**src/rtl/least_loaded_node_selector_unit_defines.svh**
```systemverilog
// ============================================================================
// least_loaded_node_selector_unit_defines.svh
// Assertion macros used by the node selector back end (llns_back).
// ============================================================================
`ifndef LEAST_LOADED_NODE_SELECTOR_UNIT_DEFINES_SVH
`define LEAST_LOADED_NODE_SELECTOR_UNIT_DEFINES_SVH

`ifndef SYNTHESIS
// property that must hold at every clock edge out of reset
`define LLNS_ASSERT(lbl, prop, msg) \
    lbl: assert property (@(posedge i_clk) disable iff (!i_rst_n) (prop)) else $error(msg);
// condition that must never be seen out of reset
`define LLNS_NEVER(lbl, cond, msg) \
    lbl: assert property (@(posedge i_clk) disable iff (!i_rst_n) !(cond)) else $error(msg);
`else
`define LLNS_ASSERT(lbl, prop, msg)
`define LLNS_NEVER(lbl, cond, msg)
`endif

`endif

```
**src/rtl/llns_pkg.sv**
```systemverilog
// ============================================================================
// llns_pkg
// Types and constants of the least-loaded node selector.
// ============================================================================
package llns_pkg;

    localparam int LLNS_MAX_NODES = 16;
    localparam int ID_W    = 4;
    localparam int SCORE_W = 14;
    localparam int KEY_W   = 64;
    localparam int RATIO_W = 10;

    // action codes
    localparam logic [1:0] ACT_ADD    = 2'd0;
    localparam logic [1:0] ACT_REMOVE = 2'd1;
    localparam logic [1:0] ACT_RECORD = 2'd2;
    localparam logic [1:0] ACT_GET    = 2'd3;

    // status codes
    localparam logic [1:0] ST_DONE     = 2'd0;
    localparam logic [1:0] ST_CHOSEN   = 2'd1;
    localparam logic [1:0] ST_NO_NODES = 2'd2;
    localparam logic [1:0] ST_NO_METRIC = 2'd3;

    typedef struct packed {
        logic [1:0]         action;
        logic [ID_W-1:0]    node_id;
        logic signed [11:0] util;
        logic signed [31:0] used_mb;
        logic signed [31:0] total_mb;
        logic [KEY_W-1:0]   key_hash;
    } t_cmd;

    typedef struct packed {
        logic [1:0]      status;
        logic [ID_W-1:0] chosen_node;
    } t_res;

    // classified job: clamped operands, ready for the back end
    typedef struct packed {
        logic [1:0]       action;
        logic [ID_W-1:0]  node_id;
        logic [10:0]      util_c;
        logic [30:0]      used_c;
        logic [30:0]      total_c;
        logic [KEY_W-1:0] key_hash;
    } t_job;

endpackage

```
**src/rtl/llns_front.sv**
```systemverilog
// ============================================================================
// llns_front
// Accepts commands, clamps the metric operands and queues up to two jobs.
// ============================================================================
module llns_front
    import llns_pkg::*;
(
    input  logic i_clk,
    input  logic i_rst_n,
    input  logic start,
    input  t_cmd i_cmd,
    output logic busy,
    output logic o_job_valid,
    output t_job o_job,
    input  logic i_job_pop
);

    t_job       r_q [2];
    logic       r_wp, r_rp;
    logic [1:0] r_qcnt;
    t_job       job_in;
    logic       push;

    // clamp util to 0..1024 and the memory figures to non-negative
    always_comb begin
        job_in.action   = i_cmd.action;
        job_in.node_id  = i_cmd.node_id;
        job_in.key_hash = i_cmd.key_hash;
        if (i_cmd.util[11]) begin
            job_in.util_c = 11'd0;
        end else if (i_cmd.util > 12'sd1024) begin
            job_in.util_c = 11'd1024;
        end else begin
            job_in.util_c = i_cmd.util[10:0];
        end
        job_in.used_c  = i_cmd.used_mb[31]  ? 31'd0 : i_cmd.used_mb[30:0];
        job_in.total_c = i_cmd.total_mb[31] ? 31'd0 : i_cmd.total_mb[30:0];
    end

    assign busy        = (r_qcnt == 2'd2);
    assign push        = start && !busy;
    assign o_job_valid = (r_qcnt != 2'd0);
    assign o_job       = r_q[r_rp];

    // two-entry job queue
    always_ff @(posedge i_clk) begin
        if (push) begin
            r_q[r_wp] <= job_in;
        end
        if (!i_rst_n) begin
            r_wp   <= 1'b0;
            r_rp   <= 1'b0;
            r_qcnt <= 2'd0;
        end else begin
            if (push) begin
                r_wp <= ~r_wp;
            end
            if (i_job_pop) begin
                r_rp <= ~r_rp;
            end
            r_qcnt <= r_qcnt + {1'b0, push} - {1'b0, i_job_pop};
        end
    end

endmodule

```
**src/rtl/llns_back.sv**
```systemverilog
// ============================================================================
// llns_back
// Executes jobs: membership list, metric scoring and least-loaded pick.
// ============================================================================
`include "least_loaded_node_selector_unit_defines.svh"

module llns_back
    import llns_pkg::*;
#(
    parameter int MAX_NODES = LLNS_MAX_NODES
) (
    input  logic i_clk,
    input  logic i_rst_n,
    input  logic i_job_valid,
    input  t_job i_job,
    output logic o_job_pop,
    output logic o_strobe,
    output t_res o_res
);

    localparam int IW = (MAX_NODES > 1) ? $clog2(MAX_NODES) : 1;
    localparam int CW = $clog2(MAX_NODES + 1);

    localparam logic [2:0] S_IDLE = 3'd0;
    localparam logic [2:0] S_RM   = 3'd1;
    localparam logic [2:0] S_G1   = 3'd2;
    localparam logic [2:0] S_MOD  = 3'd3;
    localparam logic [2:0] S_G2   = 3'd4;
    localparam logic [2:0] S_DIV  = 3'd5;

    logic [2:0]         r_state;
    logic [15:0]        r_member;
    logic [15:0]        r_mval;
    logic [SCORE_W-1:0] r_score [16];
    logic [ID_W-1:0]    r_order [MAX_NODES];
    logic [ID_W-1:0]    r_rd;
    logic               r_pv;
    logic [CW-1:0]      r_cnt, r_i, r_w, r_ties, r_rem, r_seen;
    logic [SCORE_W-1:0] r_best;
    t_job               r_job;
    logic [KEY_W-1:0]   r_kh;
    logic [3:0]         r_mcnt;
    logic [31:0]        r_drem;
    logic [RATIO_W-1:0] r_q;
    logic [3:0]         r_dcnt;
    logic               r_strobe;
    t_res               r_res;

    logic               mem_we;
    logic [IW-1:0]      mem_wa;
    logic [ID_W-1:0]    mem_wd;
    logic               walk_more;
    logic [SCORE_W-1:0] cur_score;
    logic               cur_valid;
    logic [CW-1:0]      rem_next;
    logic [CW:0]        rem_t;
    logic [31:0]        div_t;
    logic [31:0]        div_next;
    logic [SCORE_W-1:0] rec_score_div;
    logic [SCORE_W-1:0] rec_score_full;

    assign walk_more = (r_i < r_cnt);
    assign cur_score = r_score[r_rd];
    assign cur_valid = r_mval[r_rd];
    assign o_job_pop = (r_state == S_IDLE) && i_job_valid;
    assign o_strobe  = r_strobe;
    assign o_res     = r_res;

    // four remainder steps of key_hash mod ties per cycle
    always_comb begin
        rem_t    = '0;
        rem_next = r_rem;
        for (int k = 0; k < 4; k++) begin
            rem_t = {rem_next, r_kh[KEY_W-1-k]};
            if (rem_t >= {1'b0, r_ties}) begin
                rem_t = rem_t - {1'b0, r_ties};
            end
            rem_next = rem_t[CW-1:0];
        end
    end

    // one restoring division step of used*1024/total
    always_comb begin
        div_t    = {r_drem[30:0], 1'b0};
        div_next = div_t;
        if (div_t >= {1'b0, r_job.total_c}) begin
            div_next = div_t - {1'b0, r_job.total_c};
        end
    end

    // score = 7*util + 3*ratio
    assign rec_score_div  = SCORE_W'(r_job.util_c) * SCORE_W'(7)
                          + SCORE_W'({r_q, (div_t >= {1'b0, r_job.total_c})}) * SCORE_W'(3);
    assign rec_score_full = SCORE_W'(i_job.util_c) * SCORE_W'(7)
                          + ((i_job.total_c == 31'd0) ? SCORE_W'(0) :
                             SCORE_W'(3 * 1024));

    // write port of the order list: append on add, compaction on remove
    always_comb begin
        mem_we = 1'b0;
        mem_wa = r_w[IW-1:0];
        mem_wd = r_rd;
        if (r_state == S_IDLE && o_job_pop && i_job.action == ACT_ADD) begin
            mem_we = !r_member[i_job.node_id] && (r_cnt < CW'(MAX_NODES));
            mem_wa = r_cnt[IW-1:0];
            mem_wd = i_job.node_id;
        end else if (r_state == S_RM && r_pv && r_rd != r_job.node_id) begin
            mem_we = 1'b1;
        end
    end

    // order list memory, registered read
    always_ff @(posedge i_clk) begin
        if (mem_we) begin
            r_order[mem_wa] <= mem_wd;
        end
        r_rd <= r_order[r_i[IW-1:0]];
    end

    // sequencer
    always_ff @(posedge i_clk) begin
        if (!i_rst_n) begin
            r_state  <= S_IDLE;
            r_member <= '0;
            r_mval   <= '0;
            r_cnt    <= '0;
            r_strobe <= 1'b0;
            r_pv     <= 1'b0;
        end else begin
            r_strobe <= 1'b0;
            r_res    <= '{status: ST_DONE, chosen_node: '0};
            // shared walk over the order list
            r_pv <= walk_more;
            if (walk_more) begin
                r_i <= r_i + CW'(1);
            end
            unique case (r_state)
                S_IDLE: begin
                    r_i  <= '0;
                    r_w  <= '0;
                    r_pv <= 1'b0;
                    if (i_job_valid) begin
                        r_job <= i_job;
                        r_kh  <= i_job.key_hash;
                        unique case (i_job.action)
                            ACT_ADD: begin
                                if (!r_member[i_job.node_id] && r_cnt < CW'(MAX_NODES)) begin
                                    r_cnt <= r_cnt + CW'(1);
                                    r_member[i_job.node_id] <= 1'b1;
                                end
                                r_strobe <= 1'b1;
                            end
                            ACT_REMOVE: begin
                                r_mval[i_job.node_id] <= 1'b0;
                                if (r_member[i_job.node_id]) begin
                                    r_state <= S_RM;
                                end else begin
                                    r_strobe <= 1'b1;
                                end
                            end
                            ACT_RECORD: begin
                                if (i_job.total_c == 31'd0
                                    || i_job.used_c >= i_job.total_c) begin
                                    r_score[i_job.node_id] <= rec_score_full;
                                    r_mval[i_job.node_id]  <= 1'b1;
                                    r_strobe <= 1'b1;
                                end else begin
                                    r_drem  <= {1'b0, i_job.used_c};
                                    r_q     <= '0;
                                    r_dcnt  <= 4'd0;
                                    r_state <= S_DIV;
                                end
                            end
                            ACT_GET: begin
                                if (r_cnt == '0) begin
                                    r_strobe <= 1'b1;
                                    r_res    <= '{status: ST_NO_NODES, chosen_node: '0};
                                end else begin
                                    r_ties  <= '0;
                                    r_state <= S_G1;
                                end
                            end
                            default: ;
                        endcase
                    end
                end
                S_RM: begin
                    if (r_pv && r_rd != r_job.node_id) begin
                        r_w <= r_w + CW'(1);
                    end
                    if (!walk_more && !r_pv) begin
                        r_cnt    <= r_w;
                        r_member[r_job.node_id] <= 1'b0;
                        r_strobe <= 1'b1;
                        r_state  <= S_IDLE;
                    end
                end
                S_G1: begin
                    if (r_pv && cur_valid) begin
                        if (r_ties == '0 || cur_score < r_best) begin
                            r_best <= cur_score;
                            r_ties <= CW'(1);
                        end else if (cur_score == r_best) begin
                            r_ties <= r_ties + CW'(1);
                        end
                    end
                    if (!walk_more && !r_pv) begin
                        if (r_ties == '0) begin
                            r_strobe <= 1'b1;
                            r_res    <= '{status: ST_NO_METRIC, chosen_node: '0};
                            r_state  <= S_IDLE;
                        end else begin
                            r_rem   <= '0;
                            r_mcnt  <= 4'd0;
                            r_state <= S_MOD;
                        end
                    end
                end
                S_MOD: begin
                    r_i    <= '0;
                    r_pv   <= 1'b0;
                    r_rem  <= rem_next;
                    r_kh   <= r_kh << 4;
                    r_mcnt <= r_mcnt + 4'd1;
                    r_seen <= '0;
                    if (r_mcnt == 4'd15) begin
                        r_state <= S_G2;
                    end
                end
                S_G2: begin
                    if (r_pv && cur_valid && cur_score == r_best) begin
                        r_seen <= r_seen + CW'(1);
                        if (r_seen == r_rem) begin
                            r_strobe <= 1'b1;
                            r_res    <= '{status: ST_CHOSEN, chosen_node: r_rd};
                            r_state  <= S_IDLE;
                        end
                    end
                end
                S_DIV: begin
                    r_drem <= div_next;
                    r_q    <= {r_q[RATIO_W-2:0], (div_t >= {1'b0, r_job.total_c})};
                    r_dcnt <= r_dcnt + 4'd1;
                    if (r_dcnt == 4'(RATIO_W - 1)) begin
                        r_score[r_job.node_id] <= rec_score_div;
                        r_mval[r_job.node_id]  <= 1'b1;
                        r_strobe <= 1'b1;
                        r_state  <= S_IDLE;
                    end
                end
                default: r_state <= S_IDLE;
            endcase
        end
    end

    // checks
    `LLNS_ASSERT(a_cnt_bound, r_cnt <= CW'(MAX_NODES), "member count above capacity")
    `LLNS_NEVER(a_mod_rem, (r_state == S_MOD) && (r_rem >= r_ties), "tie remainder out of range")
    `LLNS_NEVER(a_div_rem, (r_state == S_DIV) && (r_drem >= {1'b0, r_job.total_c}),
        "division remainder not below divisor")
    `LLNS_NEVER(a_g2_ties, (r_state == S_G2) && (r_ties == '0), "pick walk without ties")

endmodule

```
**src/rtl/least_loaded_node_selector_unit.sv**
```systemverilog
// ============================================================================
// least_loaded_node_selector_unit
// Node membership list with least-loaded selection and hashed tie break.
// ============================================================================
// channel   ports                          handshake
// command   i_cmd (t_cmd)                  taken when start && !busy
// result    o_res (t_res)                  valid one cycle with o_strobe
//
// Commands queue two deep ahead of a sequencer; busy rises when the queue is full.
// Add, and record of a full or zero ratio, are done in the idle state; record
// with a quotient runs a 10-step divider, remove of a member one walk of the
// order list, and get two walks of the order list through its single read
// port with the key_hash remainder between them at four bits per cycle.
// Reset is synchronous, active low, and empties the list and metrics.
// Results are not back-pressured.
// ============================================================================
module least_loaded_node_selector_unit
    import llns_pkg::*;
#(
    parameter int MAX_NODES = LLNS_MAX_NODES
) (
    input  logic i_clk,
    input  logic i_rst_n,
    input  logic start,
    input  t_cmd i_cmd,
    output logic busy,
    output logic o_strobe,
    output t_res o_res
);

    logic job_valid;
    logic job_pop;
    t_job job;

    llns_front u_front (
        .i_clk       (i_clk),
        .i_rst_n     (i_rst_n),
        .start       (start),
        .i_cmd       (i_cmd),
        .busy        (busy),
        .o_job_valid (job_valid),
        .o_job       (job),
        .i_job_pop   (job_pop)
    );

    llns_back #(
        .MAX_NODES (MAX_NODES)
    ) u_back (
        .i_clk       (i_clk),
        .i_rst_n     (i_rst_n),
        .i_job_valid (job_valid),
        .i_job       (job),
        .o_job_pop   (job_pop),
        .o_strobe    (o_strobe),
        .o_res       (o_res)
    );

endmodule
```
**config.mk**
```make
export PLATFORM = sky130hd
export DESIGN_NAME = least_loaded_node_selector_unit
export DESIGN_NICKNAME = d
export VERILOG_FILES = /design/src/rtl/llns_pkg.sv /design/src/rtl/llns_front.sv /design/src/rtl/llns_back.sv /design/src/rtl/least_loaded_node_selector_unit.sv
export VERILOG_INCLUDE_DIRS = /design/src /design/src/rtl
export SDC_FILE = /design/constraint.sdc
export NUM_CORES = 1
export LEC_CHECK = 0
export BUFFER_PORTS_ARGS = -buffer_cell sky130_fd_sc_hd__buf_4
export CAP_MARGIN = 20
export CORE_MARGIN = 4
export CORE_UTILIZATION = 30
export DETAILED_ROUTE_END_ITERATION = 8
export HOLD_SLACK_MARGIN = 0.08
export PLACE_DENSITY = 0.44
export SYNTH_ARGS = -nofsm -noshare
export SYNTH_HDL_FRONTEND = slang
export SYNTH_HIERARCHICAL = 1
export SYNTH_SLANG_ARGS = --single-unit
```
**constraint.sdc**
```tcl
create_clock -name i_clk -period 14.3 [get_ports i_clk]
set_input_delay 2.86 -clock i_clk [delete_from_list [all_inputs] [get_ports i_clk]]
set_output_delay 2.86 -clock i_clk [all_outputs]
set_load 0.05 [all_outputs]
```
Yosys cells after proc, flatten, opt, wreduce, memory -nomap -nowiden
Memories as Yosys holds them, arrays and structs flattened. A register that Yosys moved wholly into a read port is not among the register bits.
Cells that the tools add are included.
- output and inout bits: 8
- memories: 3
- word-level logic and storage cells: 275
- memory bits (writable): 574
- register bits after elaboration: 250
- input port bits: 149
- order comparisons: 15
- equal/unequal tests: 37
- $add $sub $neg: 16
- $mul: 3
- bitwise logic cells: 10
- multiplexer cells: 119
- reductions and logical operators: 47
- memories (name ; depth ; width ; read ports ; clocked after memory_dff ; wr ports ; line ; source):
    u_front.r_q ; 2 ; 143 ; 1 ; 1 ; 1 ; llns_front.sv:18 ; t_job r_q [2];
    u_back.r_score ; 16 ; 14 ; 1 ; 0 ; 1 ; llns_back.sv:34 ; logic [SCORE_W-1:0] r_score [16];
    u_back.r_order ; 16 ; 4 ; 1 ; 1 ; 1 ; llns_back.sv:35 ; logic [ID_W-1:0] r_order [MAX_NODES];
- operators with widths (kind ; number):
    $mux 31 ; 6
    $pmux 64 s2 ; 1
    $mux 16 ; 7
    $mux 5 ; 20
    $pmux 16 s2 ; 3
    $mux 64 ; 1
    $pmux 31 s2 ; 1
    $pmux 5 s2 ; 5
    $or 16x16->16 ; 3
    $mux 6 ; 6
    $and 16x16->16 ; 2
    $ge 32x31->1 ; 1
    $mux 4 ; 8
    $not 16->16 ; 2
    $ge 31x31->1 ; 1
    $logic_not 31->1 ; 1
    $mux 1 ; 31
    $sub 31x31->31 ; 1
    $mux 10 ; 3
    $mux 3 ; 10
    $mul 11x3->14 const B ; 2
    $add 5x1->5 const B ; 5
    $ge 6x5->1 ; 4
    $mux 11 ; 2
    other kinds (56) ; 121

Longest topological paths before layout
Gate-level depths: netlist of the first run.
- depth after elaboration: 9
- mapped depth: 30
- gate-level depth less buffers: 30

By module
Netlist of the first run, hierarchy kept.
- by module, submodules not included (module ; cells each ; sequential area each (µm²) ; times used ; area each (µm²)):
    llns_back ; 2204 ; 15695.1 ; 1 ; 28015.6
    llns_front ; 551 ; 8688.3 ; 1 ; 11309.6

Worst setup path after synthesis of the first run
Ideal clock, no wire load.
- path type: input to register
- start point: input start
- end point: memory u_front/r_q[0][0] (netlist bit) (enable)
- data required time: 13.653 ns
- cell stages on the path: 2
- slack: 4.761 ns
- library setup time: 0.647 ns
- path buffers: 0
- data arrival time: 8.891 ns
- cell sequence: nand2_1 > nor2_1
- word-level cells in the longest chain between the ends: 3
- RTL lines (item ; line ; source):
    from (decl) ; least_loaded_node_selector_unit.sv:24 ; input logic start,
    $logic_and 1x1->1 ; llns_front.sv:41 ; assign push = start && !busy;
    $mux 1 ; llns_front.sv:47 ; if (push) begin
    $mux 1 (implied by the code) ; llns_front.sv:48 ; r_q[r_wp] <= job_in;
    to (decl) ; llns_front.sv:18 ;
No other way between the ends.

Worst setup path in the final report of the first run
- start point: register u_back.r_ties[1]
- end point: register u_back.r_rem[1] (data pin)
- word-level cells in the longest chain between the ends: 9
- elaborated cells on any way between the ends: 13
- classes of those cells: add/sub: 4; order compare: 4; mux: 5
- RTL lines (item ; line ; source):
    from (decl) ; llns_back.sv:38 ; logic [CW-1:0] r_cnt, r_i, r_w, r_ties, r_rem, r_seen;
    from (signal assigned) ; llns_back.sv:204 ; r_ties <= r_ties + CW'(1);
    $sub 5x5->5 / $ge 6x5->1 (equally long branches) ; llns_back.sv:76, llns_back.sv:75 ;
    $mux 5 ; llns_back.sv:75 ; if (rem_t >= {1'b0, r_ties}) begin
    $sub 5x5->5 / $ge 6x5->1 (equally long branches) ; llns_back.sv:76, llns_back.sv:75 ;
    $mux 5 ; llns_back.sv:75 ;
    $sub 5x5->5 / $ge 6x5->1 (equally long branches) ; llns_back.sv:76, llns_back.sv:75 ;
    $mux 5 ; llns_back.sv:75 ;
    $ge 6x5->1 / $sub 5x5->5 (equally long branches) ; llns_back.sv:75, llns_back.sv:76 ;
    $mux 5 (*) ; llns_back.sv:75 ;
    $pmux 5 s2 (*) ; llns_back.sv:137 ; unique case (r_state)
    to (signal assigned) ; llns_back.sv:222 ; r_rem <= rem_next;
    to (decl) ; llns_back.sv:38 ;
Every way passes the cells marked *; elsewhere a longest branch is shown, timed or not.
A chain may end at the register's enable or synchronous reset.

==> flow_summary.json, run 1 <==
{
  "cts-resized-gates": 0,
  "most-common-layout-cells": "778 x edfxtp_1, 310 x nand2_1, 210 x buf_4, 156 x ha_1, 142 x nor2_1",
  "num_vias": 22711,
  "route.detailed.drc": 0,
  "cts_root_buffer": "clkbuf_16",
  "area_growth_pct": 16.3,
  "reg2reg_slack_ns": 6.74,
  "synth_edf_count": 778,
  "synth_flop_cell": "edfxtp_1",
  "yosysWarnings": 6,
  "pwr-share-seq_pct": 37.1,
  "grt_pass1_vias": 24215,
  "final_common_cell": "edfxtp_1",
  "rsz0062_at_grt": "false",
  "fin_hold_ws_ns": 0.492,
  "finalSetupViolations": 0,
  "worst_hold_startpoint": "u_back/r_member[2]$_SDFFE_PN0P_",
  "holdPathEnd": "u_back/r_member[2]$_SDFFE_PN0P_",
  "worstSetupPathType": "reg2reg",
  "core_mm2": 0.130,
  "r2r_end": "u_back/r_rem[1]$_SDFFCE_PN0P_",
  "hold_path.class": "reg2reg",
  "slew_violations": 0,
  "path_max_fanout": 7,
  "pwr-share-clk_pct": 23.5,
  "layout-drive-gt1-share_pct": 20.6,
  "groute.usage.overall_pct": 13.6,
  "io-pin-count": 157,
  "grt_pass1_wl_um": 145000,
  "via_per_inst": 4.76,
  "period_share_pct": 52.9,
  "holdPathStages": 2,
  "clk_pin_slew_ns": 0.06,
  "syn_area_mm2": 0.0393,
  "p_sw_uw": 3630,
  "grt_antenna_before_repair": 4,
  "syn_inst": 2755,
  "syn_avg_cell_area_um2": 14.3,
  "power.density_mw_per_mm2": 222,
  "arrival_ns": 7.98,
  "sw_frac_of_total_pct": 35.7,
  "fin_nets": 3307,
  "end_kind": "flip-flop",
  "hold_buffers": 0,
  "fin_setup_tns_ns": 0,
  "outcome": "complete, no violations",
  "synth_seq_cells": 829,
  "htree_levels": 3,
  "drtAntennaViolNets": 0,
  "cts_buffers": 95,
  "grt_max_degree": 76,
  "die-area_mm2": 0.137,
  "gp_congestion": 0.821,
  "netlist-cell-type-count": 74,
  "fmax_mhz": 132,
  "portBuffers": 156,
  "r2r-start": "u_back/r_ties[1]$_SDFFCE_PP0P_",
  "core.rowCount": 132,
  "internal_power_uw": 6530,
  "routedWlPerCell_um": 19.7,
  "start_kind": "flip-flop",
  "synthTopCellsByArea": "edfxtp_1 59%, mux4_2 5.7%, ha_1 5.0%, nand2_1 3.0%, mux2_4 2.7%",
  "synth-seq-area-share_pct": 62.0,
  "drt_iter0_markers": 1493,
  "die_h_um": 370,
  "reg2regPathDepth": 27,
  "worst_pin_slew_ns": 1.02,
  "power_frac_comb_pct": 39.4,
  "cts_num_sinks": 829,
  "cts_tree": "yes",
  "hold_viol": 0,
  "synth_largest_area_cell": "edfxtp_1",
  "async_flop_share_pct": 0,
  "peakVddDrop_mv": 0.193,
  "post-route-min-period_ns": 7.56,
  "die_w_um": 370,
  "max_cap_violations": 0,
  "grt-ovfl-total": 0,
  "p_leak_uw": 0.0167,
  "required_ns": 14.72,
  "clk-insertion-delay-late_ns": 0.71,
  "synth_fp_nets": 3107,
  "clockBufferDepth": 3,
  "first_pass_iters": 7,
  "routed_wl_um": 93900,
  "dpl.hpwl_um": 63100,
  "postCtsSetupBuffers": 0,
  "start_util_pct": 30.3,
  "synth_top_area_share_pct": 59.4,
  "skew_ns": 0.0407,
  "slew_headroom_pct": 31.8
}
[power by group through the flow]
stage          logic (µW)  registers, µW  clock network (µW)
2_1_floorplan        2790           3760                   0
3_3_place_gp         3980           3820                   0
3_5_place_dp         4050           3830                   0
4_1_cts              4070           3780                2480
5_1_grt              4480           3810                2580
6_report             4000           3770                2390
[cells in the mapped netlist (4+ instances only)]
cell      count
edfxtp_1    778
nand2_1     310
ha_1        156
nor2_1      145
inv_1       140
o21ai_0     117
mux4_2      100
a21oi_1      96
mux2_2       81
nor2b_1      74
clkbuf_1     71
mux2_4       70
dfxtp_1      51
xnor2_1      49
fa_1         47
a21o_1       43
and2_1       37
xor2_1       35
a31oi_1      33
nand3_1      32
nand4_1      27
a21boi_0     21
nand2b_1     18
nor3_1       18
buf_2        17
o221ai_1     16
mux2i_1      15
and3_1       14
o21a_1       12
buf_1        11
nor4_1       10
buf_6         9
or3_1         9
o21bai_1      8
o31ai_1       8
o211ai_1      6
or2_2         6
a211oi_1      5
and4_1        5
nand3b_1      4
o32a_1        4
[per-stage QoR]
stage | power (µW) | util (%) | instance area, µm² | std cells | setup slack [ns]
2_1_floorplan | 6550 | - | 39300 | 2755 | 4.76
3_3_place_gp | 7800 | 32.8 | 42600 | 4595 | 7.07
3_5_place_dp | 7880 | 32.8 | 42600 | 4597 | 6.79
4_1_cts | 10300 | 35.2 | 45700 | 4768 | 6.77
5_1_grt | 10900 | 35.2 | 45700 | 4771 | 6.28
6_report | 10200 | 35.2 | 45800 | 4776 | 6.74
[registers in the layout, indices dropped and copies added (netlist names), 5 cells and up, named ones only]
name	count
u_back/r_i	5
u_back/r_best	14
u_back/r_ties	5
u_back/r_cnt	5
u_back/o_res	6
u_back/r_w	5
u_back/r_order	64
u_front/r_q	286
u_back/r_q	10
u_back/r_seen	5
u_back/r_job	46
u_back/r_score	224
u_back/r_member	16
u_back/r_kh	64
u_back/r_drem	31
u_back/r_rem	5
[worst max-delay path, stage by stage (launching register included)]
cell and delay, ns:
edfxtp_1 0.48, inv_1 0.25, fa_1 0.52, a21o_1 0.19, a21o_1 0.22, a21oi_1 0.40
mux2_2 0.40, ha_1 0.33, nor2b_1 0.15, o21ai_0 0.23, nand3b_1 0.16, a221oi_4 0.42
mux2i_1 0.34, ha_1 0.34, nor2b_1 0.16, o21ai_0 0.18, nand2b_1 0.12, a41o_1 0.22
a21oi_1 0.19, o211ai_2 0.20, mux2i_1 0.24, fa_1 0.47, a21o_1 0.19, a21oi_1 0.22
nand2_1 0.08, a21oi_1 0.27, nand2_2 0.17, mux2i_1 0.16
[cell type report]
| type | instances | area [µm²] |
|---|---|---|
| Multi-Input combinational cell | 1676 | 14000 |
| Inverter | 141 | 529 |
| Sequential cell | 829 | 24400 |
| Antenna cell | 5 | 12.5 |
| Clock buffer | 113 | 2440 |
| Tap cell | 1742 | 2180 |
| Timing Repair Buffer | 212 | 1590 |
| Clock inverter | 58 | 631 |
| Fill cell | 12627 | 84100 |
[worst max path at each step]
| stage | endpoint | from | slack (ns) |
|---|---|---|---|
| 6_report | u_back/r_rem[1]$_SDFFCE_PN0P_ | u_back/r_ties[1]$_SDFFCE_PP0P_ | 6.74 |
| 5_1_grt | u_back/r_rem[4]$_SDFFCE_PN0P_ | u_back/r_ties[1]$_SDFFCE_PP0P_ | 6.28 |
| 4_1_cts | u_back/r_rem[1]$_SDFFCE_PN0P_ | u_back/r_ties[1]$_SDFFCE_PP0P_ | 6.77 |
| 3_5_place_dp | u_back/r_rem[1]$_SDFFCE_PN0P_ | u_back/r_ties[1]$_SDFFCE_PP0P_ | 6.79 |
| 3_3_place_gp | u_back/r_rem[3]$_SDFFCE_PN0P_ | u_back/r_ties[0]$_SDFFCE_PN0P_ | 7.07 |
| 2_1_floorplan | u_front/r_q[0][0]$_DFFE_PP_ | start | 4.76 |
[cells by family after synthesis]
kind of cell / count (synthesis) / synth area share (%)
compound gates: 402 / 6.52
simple gates: 721 / 8.52
xor+xnor: 84 / 1.87
flops: 829 / 62.0
buf+inv: 250 / 2.62
fa+ha+maj: 203 / 7.36
mux: 266 / 11.1
[metal layers]
metal / GRT usage, % / part of all wire, %
met1: 17.6 / 44
met3: 2.66 / 4.3
met5: 0 / 0
met4: 4.27 / 2.3
met2: 23.1 / 49
Power figures use the tool's default switching activity.
==> run 2: changes to the inputs <==
- clock period: 14.3 -> 7.3 ns (I/O delays scaled with it)
==> run 2 against run 1 <==
- via count increased by 0.18%
- clock power rose by 91%
- power rose by 95%
- largest cell class unchanged
- highest routed layer is now met5
==> flow_summary.json, run 2 (synthesis results as in run 1) <==
{
  "period_share_pct": 95.6,
  "path_max_fanout": 7,
  "worst_hold_startpoint": "u_back/r_member[0]$_SDFFE_PN0P_",
  "slew_headroom_pct": 33.4,
  "final_area_mm2": 0.0459,
  "placedCellCount": 4606,
  "holdPathStages": 2,
  "required_ns": 7.68,
  "finalSetupViolations": 0,
  "end_kind": "flip-flop",
  "area_growth_pct": 16.6,
  "top_regs": "u_front/r_q: 286 flops, u_back/r_score: 224 flops",
  "power.density_mw_per_mm2": 431,
  "dpl.hpwl_um": 62500,
  "groute.usage.overall_pct": 13.5,
  "max_cap_violations": 0,
  "grt_pass1_vias": 24326,
  "gp_congestion": 0.791,
  "die_h_um": 370,
  "critPathSlowestCell": "fa_1",
  "largest_register_ffs": 286,
  "skew_ns": 0.0392,
  "portBuffers": 156,
  "grt_antenna_before_repair": 9,
  "critPathTopFamily": "compound AO/OA/AOI/OAI gates",
  "clockBufferDepth": 3,
  "critPathCapture": "u_back/r_rem[3]$_SDFFCE_PN0P_",
  "r2r_end": "u_back/r_rem[3]$_SDFFCE_PN0P_",
  "clk_pin_slew_ns": 0.06,
  "grt_pass1_wl_um": 144000,
  "final_cells": 4792,
  "final_common_cell": "edfxtp_1",
  "cpPeakStageDelay_ns": 0.45,
  "die_w_um": 370,
  "via_per_inst": 4.75,
  "cts_tree": "yes",
  "grt.busiest_layer": "met2",
  "arrival_ns": 7.36,
  "use_met2_pct": 22.8,
  "post-route-min-period_ns": 6.98,
  "cts_num_sinks": 829,
  "htree_levels": 3,
  "drtAntennaViolNets": 0,
  "most-common-layout-cells": "778 x edfxtp_1, 310 x nand2_1, 226 x buf_4, 156 x ha_1, 139 x inv_1",
  "worstSetupPathType": "reg2reg",
  "crit_buf_inv": 2,
  "final_util_pct": 35.3,
  "route.detailed.drc": 0,
  "die-area_mm2": 0.137,
  "layout-drive-gt1-share_pct": 21.8,
  "hold_buffers": 0,
  "fin_nets": 3320,
  "grtUsageMet1_pct": 17.5,
  "use_met3_pct": 2.75,
  "slew_violations": 0,
  "reg2regPathDepth": 29,
  "drt_iter0_markers": 1325,
  "setup_slack_ns": 0.321,
  "grt-ovfl-total": 0,
  "dp_slack_ns": 0.172,
  "core_mm2": 0.130,
  "fmax_mhz": 143,
  "reg2reg_slack_ns": 0.32,
  "p_leak_uw": 0.0167,
  "core.rowCount": 132,
  "cts_buffers": 92,
  "postPlaceCellArea_mm2": 0.0428,
  "worst_pin_slew_ns": 0.991,
  "grt_max_degree": 140,
  "hold_path.class": "reg2reg",
  "num_vias": 22752,
  "clk-insertion-delay-late_ns": 0.67,
  "routedWlPerCell_um": 19.5,
  "hold_viol": 0,
  "r2r-start": "u_back/r_kh[63]$_DFFE_PP_",
  "cts_root_buffer": "clkbuf_16",
  "first_pass_iters": 8,
  "outcome": "complete, no violations",
  "top_register": "u_front/r_q",
  "crit_cells": 29,
  "peakVddDrop_mv": 0.282,
  "start_kind": "flip-flop",
  "io-pin-count": 157,
  "routed_wl_um": 93700,
  "startpoint": "u_back/r_kh[63]$_DFFE_PP_",
  "start_util_pct": 30.3
}
[run 2: changes by cell type in the layout (fill, tap and decap cells not counted), sizes merged]
cell    before  now
buf        211  228
bufinv       9    7
clkbuf     114  115
[run 2: layout make-up]
cell class,instances,area [µm²]
sequential,829,24400
clock buffer,115,2440
tap,1742,2180
inverter,141,529
timing repair buffer,228,1720
multi-input combinational,1676,14000
fill,12613,84000
clock inverter,56,558
antenna,5,12.5
[run 2: timing repair]
item / CTS / global route
buffers inserted: 0 / 8
gates resized for setup: 0 / 8
endpoints found under the setup margin: 0 / 21
[run 2: where the power goes]
part           total, µW  switching [µW]  internal (µW)
Combinational       7800            4660           3140
Sequential          7400             400           7000
Clock               4560            1920           2640
[run 2: how the worst min path moves through the flow]
stage	endpoint	slack, ns
2_1_floorplan	u_back/r_member[14]$_SDFFE_PN0P_	0.45
3_3_place_gp	u_back/r_member[13]$_SDFFE_PN0P_	0.46
3_5_place_dp	u_back/r_member[0]$_SDFFE_PN0P_	0.49
4_1_cts	u_back/r_kh[62]$_DFFE_PP_	0.49
5_1_grt	u_back/r_member[14]$_SDFFE_PN0P_	0.52
6_report	u_back/r_member[0]$_SDFFE_PN0P_	0.49
[run 2: routing by layer]
metal | up-vias | wire length, µm | part of all wire [%]
met2 | 509 | 45600 | 49
met3 | 131 | 4760 | 5.1
met1 | 11378 | 41000 | 44
met5 | - | 27 | 0.029
met4 | 4 | 2290 | 2.4
li1 | 10730 | - | -
[run 2: worst reg2reg max path, delay by kind of cell (launching register included)]
family                   cells  cell delay, ns
adder cells (fa/ha/maj)      5            1.70
AND/OR/NAND/NOR              6            0.83
flip-flops                   1            0.41
multiplexers                 4            1.06
AO/OA/AOI/OAI               12            2.59
buffers and inverters        2            0.13
[run 2: stage by stage]
step	TNS [ns]	total power, µW	hold slack [ns]
after global placement	0	15100	0.464
after global routing	-0.277	21200	0.523
after floorplan	0	12800	0.451
final	0	19800	0.489
after detailed placement	0	15300	0.485
after CTS	0	20000	0.487
==> run 3: changes to the inputs <==
- clock period: 7.3 -> 8 ns (I/O delays scaled with it)
==> run 3 against run 2 <==
- core utilization barely moved
- final area barely moved
- final cell count fell by 0.13%
- clock-buffer cell count rose by 1
- power fell by 9.1%
- wire length barely moved
==> flow_summary.json, run 3 (synthesis results as in run 1) <==
{
  "drtAntennaViolNets": 0,
  "start_util_pct": 30.3,
  "grt_max_degree": 144,
  "clk-insertion-delay-late_ns": 0.69,
  "clockBufferDepth": 3,
  "top_register": "u_front/r_q",
  "first_pass_iters": 6,
  "cts_buffers": 94,
  "gp_congestion": 0.775,
  "ff_latch_area_mm2": 0.0244,
  "hold_viol": 0,
  "power_frac_comb_pct": 39.3,
  "grt.busiest_layer": "met2",
  "placedCellCount": 4604,
  "groute.usage.overall_pct": 13.6,
  "power.density_mw_per_mm2": 392,
  "cpPeakStageDelay_ns": 0.57,
  "skew_ns": 0.0391,
  "worstSetupPathType": "reg2reg",
  "routedWlPerCell_um": 19.6,
  "slew_violations": 0,
  "worst_pin_slew_ns": 0.980,
  "grt-ovfl-total": 0,
  "num_vias": 22836,
  "via_per_inst": 4.77,
  "grt_pass1_vias": 24524,
  "rsz0062_at_grt": "false",
  "reg2regPathDepth": 28,
  "fill_cells": 12652,
  "portBuffers": 156,
  "routed_wl_um": 93800,
  "pwr-share-seq_pct": 37.4,
  "p_sw_uw": 6350,
  "end_kind": "flip-flop",
  "holdPathStages": 2,
  "die_w_um": 370,
  "largest_register_ffs": 286,
  "area_growth_pct": 16.6,
  "route.detailed.drc": 0,
  "max_cap_violations": 0,
  "p_leak_uw": 0.0167,
  "core.rowCount": 132,
  "final_cells": 4786,
  "start_kind": "flip-flop",
  "post-route-min-period_ns": 7.43,
  "p_total_uw": 18000,
  "path_max_fanout": 8,
  "peakVddDrop_mv": 0.326,
  "use_met2_pct": 23.7,
  "die_h_um": 370,
  "use_met3_pct": 2.58,
  "final_common_cell": "edfxtp_1",
  "critPathSlowestCell": "edfxtp_1",
  "top_regs": "u_front/r_q: 286 flops, u_back/r_score: 224 flops",
  "drt_iter0_markers": 1460,
  "multi_input_area_mm2": 0.0140,
  "sw_frac_of_total_pct": 35.3,
  "pwr-share-clk_pct": 23.3,
  "period_share_pct": 92.9,
  "slew_headroom_pct": 34.7,
  "outcome": "complete, no violations",
  "fin_setup_tns_ns": 0,
  "io-pin-count": 157,
  "arrival_ns": 7.83,
  "internal_power_uw": 11600,
  "most-common-layout-cells": "778 x edfxtp_1, 310 x nand2_1, 214 x buf_4, 156 x ha_1, 140 x inv_1",
  "clk_pin_slew_ns": 0.06,
  "cts_num_sinks": 829,
  "die-area_mm2": 0.137,
  "layout-drive-gt1-share_pct": 21.5,
  "cts_root_buffer": "clkbuf_16",
  "core_mm2": 0.130,
  "grt_pass1_wl_um": 146000,
  "dpl.hpwl_um": 61200,
  "finalSetupViolations": 0,
  "required_ns": 8.40,
  "fin_nets": 3312,
  "hold_path.class": "reg2reg",
  "fmax_mhz": 135,
  "cts_tree": "yes",
  "htree_levels": 3,
  "final_util_pct": 35.3,
  "postCtsSetupBuffers": 0,
  "grt_antenna_before_repair": 8,
  "grtUsageMet1_pct": 17.2
}
run 3: cell types whose count changed in the layout (fill, tap and decap cells not counted), sizes merged:
cell,delta
buf,-10
clkbuf,+1
inv,+4
clkinvlp,-1
run 3: metrics by stage:
| step | hold slack [ns] | instance area (µm²) | worst slack, ns |
|---|---|---|---|
| 2_1_floorplan | 0.451 | 39300 | 0.694 |
| 3_3_place_gp | 0.467 | 42700 | 0.833 |
| 3_5_place_dp | 0.478 | 42800 | 0.556 |
| 4_1_cts | 0.486 | 45800 | 0.498 |
| 5_1_grt | 0.495 | 45800 | 0.00531 |
| 6_report | 0.488 | 45900 | 0.570 |
run 3: layout make-up:
cell class / instances / area share, %
antenna: 5 / 0.0273
multi-input combinational: 1676 / 30.6
clock inverter: 59 / 1.24
clock buffer: 116 / 5.33
sequential: 829 / 53.2
timing repair buffer: 218 / 3.73
tap: 1742 / 4.75
inverter: 141 / 1.15
run 3: worst max-delay path, delay by kind of cell, from the launching register on:
| kind | cells | cell delay [ns] |
|---|---|---|
| mux | 4 | 1.09 |
| flops | 1 | 0.57 |
| fa+ha+maj | 5 | 1.78 |
| simple gates | 6 | 0.82 |
| compound gates | 12 | 2.81 |
| buf+inv | 1 | 0.06 |
run 3: worst paths after layout:
path	start	endpoint	slack, ns
worst max-delay path	u_back/r_ties[0]$_SDFFCE_PN0P_	u_back/r_rem[1]$_SDFFCE_PN0P_	0.57
worst max register to register	u_back/r_ties[0]$_SDFFCE_PN0P_	u_back/r_rem[1]$_SDFFCE_PN0P_	0.57
worst min-delay path	u_back/r_member[0]$_SDFFE_PN0P_	u_back/r_member[0]$_SDFFE_PN0P_	0.49
worst min register to register	u_back/r_member[0]$_SDFFE_PN0P_	u_back/r_member[0]$_SDFFE_PN0P_	0.49
run 3: power by group through the flow:
| stage | registers (µW) | clock network, µW | logic, µW |
|---|---|---|---|
| after floorplan | 6710 | 0 | 4990 |
| final | 6720 | 4190 | 7060 |
| after global placement | 6810 | 0 | 6910 |
| after CTS | 6740 | 4360 | 7140 |
| after global routing | 6780 | 4540 | 7940 |
| after detailed placement | 6830 | 0 | 7100 |
run 3: repair_timing:
action | 4_1_cts | 5_1_grt
hold buffers | 0 | 0
hold endpoints to repair | 0 | 0
setup endpoints to repair | 0 | 5
gates resized for setup | 0 | 1
run 3: routing by layer:
| metal | vias up | wire length, µm |
|---|---|---|
| met5 | - | 27 |
| met4 | 4 | 2210 |
| met3 | 146 | 4050 |
| met2 | 474 | 47100 |
| met1 | 11496 | 40400 |
| li1 | 10716 | - |
